## config.mk

```make
export PLATFORM = sky130hd
export DESIGN_NAME = tpm_ctrl
export DESIGN_NICKNAME = d
export VERILOG_FILES = /design/src/design/tpm_pkg.sv /design/src/design/tpm_ctrl.sv
export SDC_FILE = /design/constraint.sdc
export NUM_CORES = 1
export LEC_CHECK = 0
export BUFFER_PORTS_ARGS = -buffer_cell sky130_fd_sc_hd__buf_4
export CAP_MARGIN = 20
export CORE_AREA = 4 4 41 43
export DETAILED_ROUTE_END_ITERATION = 10
export DIE_AREA = 0 0 45 47
export SKIP_LAST_GASP = 1
export SLEW_MARGIN = 20
export SYNTH_ARGS = -nofsm -noshare
export SYNTH_HDL_FRONTEND = slang
export SYNTH_SLANG_ARGS = --single-unit
```

## constraint.sdc

```tcl
create_clock -name clk_i -period 2.8 [get_ports clk_i]
set_input_delay 0.56 -clock clk_i [delete_from_list [all_inputs] [get_ports clk_i]]
set_output_delay 0.56 -clock clk_i [all_outputs]
set_load 0.03 [all_outputs]
```

## src/design/tpm_pkg.sv

```systemverilog
// Package for the timer pool manager: field widths, request modes, controller states
// and the command, status and response structs shared by the modules.
// No dependencies.
`timescale 1ns / 1ps

package tpm_pkg;

  localparam int unsigned MODE_W = 3;
  localparam int unsigned DATA_W = 32;
  localparam int unsigned ID_W   = 31;

  typedef enum logic [MODE_W-1:0] {
    MODE_CREATE  = 3'd0,
    MODE_DESTROY = 3'd1,
    MODE_TICK    = 3'd2,
    MODE_QUERY   = 3'd3,
    MODE_PAUSE   = 3'd4
  } mode_e;

  typedef enum logic [2:0] {
    ST_IDLE,
    ST_CREATE,
    ST_FIND,
    ST_TICK,
    ST_RESP
  } ctl_state_e;

  typedef struct packed {
    logic load;
    logic create_step;
    logic scan;
    logic find;
    logic tick;
    logic out_load;
  } ctl_cmd_t;

  typedef struct packed {
    logic free;
    logic cnt_last;
    logic s1_end;
    logic match;
    logic tick_end;
  } dp_status_t;

  typedef struct packed {
    logic              ok;
    logic [ID_W-1:0]   result_id;
    logic [DATA_W-1:0] value_now;
    logic              is_done;
    logic              is_paused;
  } rsp_t;

endpackage

```

## src/design/tpm_ctrl.sv

```systemverilog
// Controller state machine of the timer pool manager: request handshake, scan sequencing
// and the response valid flag. Depends on tpm_pkg.
`timescale 1ns / 1ps

module tpm_ctrl import tpm_pkg::*; (
  input  logic              clk_i,
  input  logic              rst_ni,
  input  logic              in_valid_i,
  input  logic [MODE_W-1:0] in_mode_i,
  output logic              in_ready_o,
  output logic              out_valid_o,
  input  logic              out_ready_i,
  input  dp_status_t        st_i,
  output ctl_cmd_t          cmd_o
);

  ctl_state_e state_q, state_d;
  logic       out_valid_q, out_valid_d;

  always_ff @(posedge clk_i or negedge rst_ni) begin
    if (!rst_ni) begin
      state_q     <= ST_IDLE;
      out_valid_q <= 1'b0;
    end else begin
      state_q     <= state_d;
      out_valid_q <= out_valid_d;
    end
  end

  always_comb begin
    state_d    = state_q;
    cmd_o      = '0;
    in_ready_o = 1'b0;
    unique case (state_q)
      ST_IDLE: begin
        in_ready_o = 1'b1;
        if (in_valid_i) begin
          cmd_o.load = 1'b1;
          unique case (mode_e'(in_mode_i))
            MODE_CREATE:                          state_d = ST_CREATE;
            MODE_DESTROY, MODE_QUERY, MODE_PAUSE: state_d = ST_FIND;
            MODE_TICK:                            state_d = ST_TICK;
            default:                              state_d = ST_RESP;
          endcase
        end
      end
      ST_CREATE: begin
        cmd_o.create_step = 1'b1;
        if (st_i.free || st_i.cnt_last) begin
          state_d = ST_RESP;
        end
      end
      ST_FIND: begin
        cmd_o.scan = 1'b1;
        cmd_o.find = 1'b1;
        if (st_i.match || st_i.s1_end) begin
          state_d = ST_RESP;
        end
      end
      ST_TICK: begin
        cmd_o.scan = 1'b1;
        cmd_o.tick = 1'b1;
        if (st_i.tick_end) begin
          state_d = ST_RESP;
        end
      end
      ST_RESP: begin
        if (!out_valid_q || out_ready_i) begin
          cmd_o.out_load = 1'b1;
          state_d        = ST_IDLE;
        end
      end
      default: state_d = ST_IDLE;
    endcase
    out_valid_d = cmd_o.out_load | (out_valid_q & ~out_ready_i);
  end

  assign out_valid_o = out_valid_q;

endmodule

```

==> results.json, run 1 <==
{
  "status": "finished, final reports clean",
  "dpl.hpwl_um": 612,
  "clock-sinks": 4,
  "p_seq_share_pct": 26.3,
  "grt_max_degree": 10,
  "drive_above_1_share_pct": 45.5,
  "grt_antenna_before_repair": 0,
  "gr-total-overflow": 0,
  "cp_top_family": "flip-flops",
  "die_height_um": 47,
  "grt_setup_unrepaired": "false",
  "worstSkewPairLatency_ns": 0.23,
  "gp_congestion": 0.687,
  "syn_inst": 34,
  "placement_rows": 13,
  "portBuffers": 19,
  "synth_area_leaders": "dfrtp_1 33%, nor3_1 5.0%, mux2_4 5.0%, nand2_1 5.0%, nor2b_4 4.6%",
  "p_sw_share_pct": 44.7,
  "path_depth": 4,
  "path_class": "flip-flop to output port",
  "cp-end-kind": "output port",
  "area_growth_pct": 57.5,
  "finalPower_uw": 420,
  "crit_path_start": "state_q[2]",
  "hold_path_class": "primary input to asynchronous set/reset pin",
  "endpoint": "cmd_o[5]",
  "cts_hold_buf": 0,
  "ioPinCount": 20,
  "synth.top_cell.area_share_pct": 33.3,
  "async_reset_ff_share_pct": 100,
  "maxCapViolations": 0,
  "setup_tns_ns": 0,
  "reg2reg_slack_ns": 1.38,
  "peakVddDrop_mv": 0.376,
  "fin_crit_ns": 1.94,
  "synth_nets": 46,
  "first_global_vias": 312,
  "fmax_mhz": 515,
  "worstReg2RegEnd": "state_q[2]",
  "r2r_start": "state_q[0]",
  "clk_pin_slew_ns": 0.04,
  "max_stage_delay_ns": 0.48,
  "cts_root_buffer": "clkbuf_4",
  "htree_levels": 1,
  "track_usage_pct": 8.73,
  "slew_headroom_pct": 79.3,
  "combPwrFrac_pct": 56.8,
  "crit_fanout": 9,
  "drc": 0,
  "min_period_over_period_pct": 69.3,
  "hold_violations": 0,
  "reg2reg_depth": 4,
  "synth-edff-count": 0,
  "whs_ns": 0.113,
  "postCtsResizedCells": 0,
  "start_kind": "flip-flop",
  "yosys-top-cells-count": "4 x dfrtp_1, 4 x nand2_1, 3 x nor3_1",
  "critPathBufInv": 2,
  "cts_max_path_buffers": 2,
  "cp.arrival_ns": 1.38,
  "wire_per_inst_um": 10.7,
  "drtIter0Drc": 9,
  "fp.dieArea_um2": 2120,
  "core_area_um2": 1300,
  "synthFlopType": "dfrtp_1",
  "start_util_pct": 23.1,
  "ys_ff_latch": 4,
  "wl_um": 748,
  "fp.dieW_um": 45,
  "post_cts_buffers": 0,
  "synth_cell_type_count": 23,
  "power.density_nw_per_um2": 888,
  "avgSynthCellArea_um2": 8.83,
  "switchingPower_uw": 188,
  "grt_pass1_wl_um": 1260,
  "ant_nets": 0,
  "leakage_nw": 0.241,
  "tightestPinTransition_ns": 0.308,
  "crit_slowest_cell": "dfrtp_1",
  "report.final.slew_viol_count": 0,
  "vias": 314,
  "nets": 69,
  "firstDrtPassIters": 4,
  "fin_skew_ns": 0.00181,
  "cp_data_required_time_ns": 2.24,
  "clkPwrFrac_pct": 16.9,
  "tritoncts": "done",
  "insertedDiodeCount": 0,
  "synth_top_area_cell": "dfrtp_1",
  "synth-seq-area-share_pct": 33.3,
  "intPower_uw": 232,
  "setup_viol": 0,
  "worstPathCellList": "nor3_1 -> nand2_1 -> inv_1 -> buf_4",
  "synthesis.area_um2": 300,
  "cts_buffers": 3,
  "ys_warn_count": 0,
  "vias_per_cell": 4.49
}
## sequential cells by signal (all words and copies together), names as in the netlist
register	cells
state_q	3
out_valid_o	1
## area by class of cell
cell class                      instances  area (µm²)
Inverter                                2        7.51
Fill cell                             145         828
Clock buffer                            3        22.5
Multi-Input combinational cell         27         181
Tap cell                               15        18.8
Timing Repair Buffer                   19         143
Sequential cell                         4         100
## per-stage QoR
step	cell area, µm²	std cells	util, %	setup slack (ns)
floorplan	300	34	-	0.559
global placement	450	67	34.6	1.08
detailed placement	450	67	34.6	1.07
CTS	473	70	36.3	0.850
global route	473	70	36.3	0.729
finish	473	70	36.3	0.860
## power by group through the flow
stage          combinational [mW]  clock, mW  sequential [mW]
2_1_floorplan               0.174          0            0.107
3_3_place_gp                0.240          0            0.111
3_5_place_dp                0.240          0            0.111
4_1_cts                     0.241     0.0747            0.111
5_1_grt                     0.257     0.0778            0.117
6_report                    0.239     0.0708            0.111
## cells by family after synthesis
| family | after synthesis | synth area share, % |
|---|---|---|
| muxes | 2 | 8.33 |
| and+or+nand+nor | 19 | 37.9 |
| AOI/OAI and AO/OA | 6 | 14.2 |
| DFF | 4 | 33.3 |
| buffers and inverters | 3 | 6.25 |
## worst min path at each step
stage             endpoint  slack, ns
3_5_place_dp   out_valid_o       0.36
5_1_grt         state_q[2]       0.11
2_1_floorplan  out_valid_o       0.26
6_report        state_q[0]       0.11
3_3_place_gp   out_valid_o       0.36
4_1_cts        out_valid_o       0.11
## layer usage
metal	up-vias	share of wire [%]	GRT usage, %
met2	15	42	12.1
met5	-	0	0
met3	2	14	5.36
met1	134	43	9.45
li1	163	-	-
met4	0	1.3	7.02
## cell usage in the layout (no fill, tap or decap), drive strengths merged
cell / netlist / routed
and3: 1 / 1
buf: 1 / 19
nor2b: 3 / 3
o32ai: 1 / 1
a21oi: 1 / 1
or3: 1 / 1
a21boi: 1 / 1
mux2i: 1 / 1
nor3: 3 / 3
nand4: 1 / 1
nor2: 1 / 1
nor4b: 1 / 1
o21ai: 2 / 2
nand2: 4 / 4
nand2b: 2 / 2
and2: 1 / 1
a211oi: 1 / 1
dfrtp: 4 / 4
mux2: 1 / 1
clkbuf: 0 / 3
nor3b: 1 / 1
inv: 2 / 2
No activity file was read; power rests on OpenSTA's default activity.
==> inputs of run 2 (changes only) <==
--- a/config.mk
+++ b/config.mk
@@ -5,6 +5,7 @@
 export SDC_FILE = /design/constraint.sdc
 export NUM_CORES = 1
 export LEC_CHECK = 0
+export ABC_AREA = 1
 export BUFFER_PORTS_ARGS = -buffer_cell sky130_fd_sc_hd__buf_4
 export CAP_MARGIN = 20
 export CORE_AREA = 4 4 41 43
==> constraint.sdc (replaced) <==
create_clock -name clk_i -period 1.9 [get_ports clk_i]
set_input_delay 0.38 -clock clk_i [delete_from_list [all_inputs] [get_ports clk_i]]
set_output_delay 0.38 -clock clk_i [all_outputs]
set_load 0.03 [all_outputs]
==> results.json, run 2 <==
{
  "htree_levels": 1,
  "placement_rows": 13,
  "clk_pin_slew_ns": 0.03,
  "hold_depth": 4,
  "grt_antenna_before_repair": 0,
  "drtIter0Drc": 8,
  "reg2reg_slack_ns": 0.73,
  "cp_data_required_time_ns": 1.52,
  "synth_top_area_cell": "dfrtp_1",
  "first_global_vias": 430,
  "core_area_um2": 1300,
  "synth-seq-area-share_pct": 30.0,
  "fin_crit_ns": 1.73,
  "fp.dieArea_um2": 2120,
  "synth_xor_area_share_pct": 0,
  "synthFlopType": "dfrtp_1",
  "power.density_nw_per_um2": 1400,
  "gp_congestion": 0.752,
  "synth_compound_area_share_pct": 4.49,
  "nets": 91,
  "final_common_cell": "buf_4",
  "slew_headroom_pct": 80.4,
  "drive_above_1_share_pct": 41.6,
  "reg2reg_depth": 6,
  "register_area_um2": 100,
  "grt_setup_unrepaired": "false",
  "track_usage_pct": 10.1,
  "tightestPinTransition_ns": 0.294,
  "fillers": 148,
  "synth-edff-count": 0,
  "die_height_um": 47,
  "grt_pass1_wl_um": 1510,
  "worstSkewPairLatency_ns": 0.23,
  "hold-path-endpoint": "state_q[0]",
  "synth.top_cell.area_share_pct": 30.0,
  "portBuffers": 19,
  "cp-end-kind": "output port",
  "r2r_start": "state_q[0]",
  "leakage_nw": 0.306,
  "start_util_pct": 25.7,
  "path_class": "flip-flop to output port",
  "synth_cell_type_count": 14,
  "insertedDiodeCount": 0,
  "wl_um": 889,
  "area_growth_pct": 58.1,
  "syn_inst": 54,
  "synth_nets": 66,
  "p_seq_share_pct": 23.1,
  "peakVddDrop_mv": 0.564,
  "largest_register_ffs": 3,
  "top_register": "state_q",
  "min_period_over_period_pct": 91.1,
  "hold_path_class": "primary input to flip-flop",
  "post_cts_buffers": 0,
  "gr-total-overflow": 0,
  "drc": 0,
  "worstReg2RegEnd": "state_q[2]",
  "ys_warn_count": 0,
  "firstDrtPassIters": 4,
  "ioPinCount": 20,
  "cts_buffers": 3,
  "crit_fanout": 6,
  "synthMuxAreaShare_pct": 0,
  "report.final.slew_viol_count": 0,
  "yosys-top-cells-count": "12 x nand2_1, 11 x inv_1, 6 x nor2_1",
  "maxCapViolations": 0,
  "dpl.hpwl_um": 745,
  "intPower_uw": 357,
  "dp.cells": 88,
  "cts_root_buffer": "clkbuf_4",
  "vias_per_cell": 4.33,
  "grt_max_degree": 8,
  "synth_top_family_by_area": "simple AND/OR/NAND/NOR gates",
  "avgSynthCellArea_um2": 6.19,
  "synthAdderAreaFrac_pct": 0,
  "vias": 398,
  "setup_tns_ns": 0,
  "wire_per_inst_um": 9.66,
  "synthesis.area_um2": 334,
  "start_kind": "flip-flop",
  "clock-sinks": 4,
  "cts_max_path_buffers": 2,
  "multi_input_area_um2": 189,
  "postCtsResizedCells": 0,
  "ant_nets": 0,
  "ys_ff_latch": 4,
  "cp.arrival_ns": 1.35,
  "async_reset_ff_share_pct": 100,
  "switchingPower_uw": 382,
  "setup_viol": 0,
  "yosysMostFrequentCell": "nand2_1",
  "hold_violations": 0,
  "fin_skew_ns": 0.000280,
  "status": "finished, final reports clean",
  "worstHoldStart": "in_mode_i[2]",
  "fin_cells": 92,
  "fp.dieW_um": 45,
  "tritoncts": "done",
  "fmax_mhz": 578,
  "combPwrFrac_pct": 63.0,
  "yosys.area_share.simple_pct": 52.1,
  "synth_area_leaders": "dfrtp_1 30%, nand2_1 13%, inv_1 12%, nand3_1 7.5%, nor2_2 7.5%",
  "p_sw_share_pct": 51.7,
  "clkPwrFrac_pct": 14.0,
  "final_cell_mix": "19 x buf_4, 12 x nand2_1, 11 x inv_1, 6 x nor2_1, 5 x nand3_1"
}
==> run 2: cell families after synthesis <==
kind of cell / Yosys count
flip-flops: 4
AO/OA/AOI/OAI: 3
buffers and inverters: 12
AND/OR/NAND/NOR: 35
==> run 2: how the worst max path moves through the flow <==
stage / startpoint / end / slack [ns]
after CTS: state_q[0] / cmd_o[0] / 0.18
final: state_q[0] / cmd_o[0] / 0.17
after global routing: state_q[0] / cmd_o[0] / 0.08
after global placement: state_q[0] / cmd_o[0] / 0.49
after floorplan: state_q[0] / cmd_o[0] / 0.34
after detailed placement: state_q[0] / cmd_o[0] / 0.43
==> run 2: stage by stage <==
stage                     cell area, µm²  hold WS (ns)  total power [mW]  worst slack, ns  utilization [%]
after global routing                 528         0.447             0.798           0.0816             40.6
final                                528         0.438             0.739            0.169             40.6
after detailed placement             495         0.179             0.635            0.434             38.1
after floorplan                      334        0.0844             0.475            0.340                -
after global placement               495         0.179             0.626            0.490             38.1
after CTS                            528         0.434             0.744            0.179             40.6
==> run 2: repair_timing <==
| item | CTS | global route |
|---|---|---|
| hold buffers | 1 | 0 |
| setup endpoints to repair | 0 | 0 |
| endpoints found under the hold margin | 4 | 0 |
==> run 2: per-layer routing <==
layer | part of all wire, % | vias up | track usage (%) | wire, µm
met5 | 0 | - | 0 | 0
met4 | 1.6 | 0 | 8.19 | 14
met3 | 7.1 | 2 | 1.15 | 63
met2 | 51 | 13 | 18.1 | 456
met1 | 40 | 176 | 10.6 | 354
li1 | - | 207 | - | -
==> run 2: power by group through the flow <==
stage	Sequential, mW	Combinational (mW)	Clock, mW
after floorplan	0.179	0.295	0
after global placement	0.169	0.457	0
after detailed placement	0.170	0.464	0
after CTS	0.169	0.468	0.107
after global routing	0.175	0.510	0.113
final	0.170	0.465	0.103
==> run 2: area by class of cell <==
cell class | count | share of cell area (%)
Sequential cell | 4 | 19.0
Clock buffer | 3 | 4.27
Inverter | 12 | 8.53
Tap cell | 15 | 3.55
Multi-Input combinational cell | 38 | 35.8
Timing Repair Buffer | 20 | 28.9
==> run 2: worst max-delay path, cell delays in order (launching register included) <==
cell and delay [ns]:
dfrtp_1 0.42, nor2_2 0.22, nand2_2 0.12, a21oi_1 0.17
buf_4 0.19
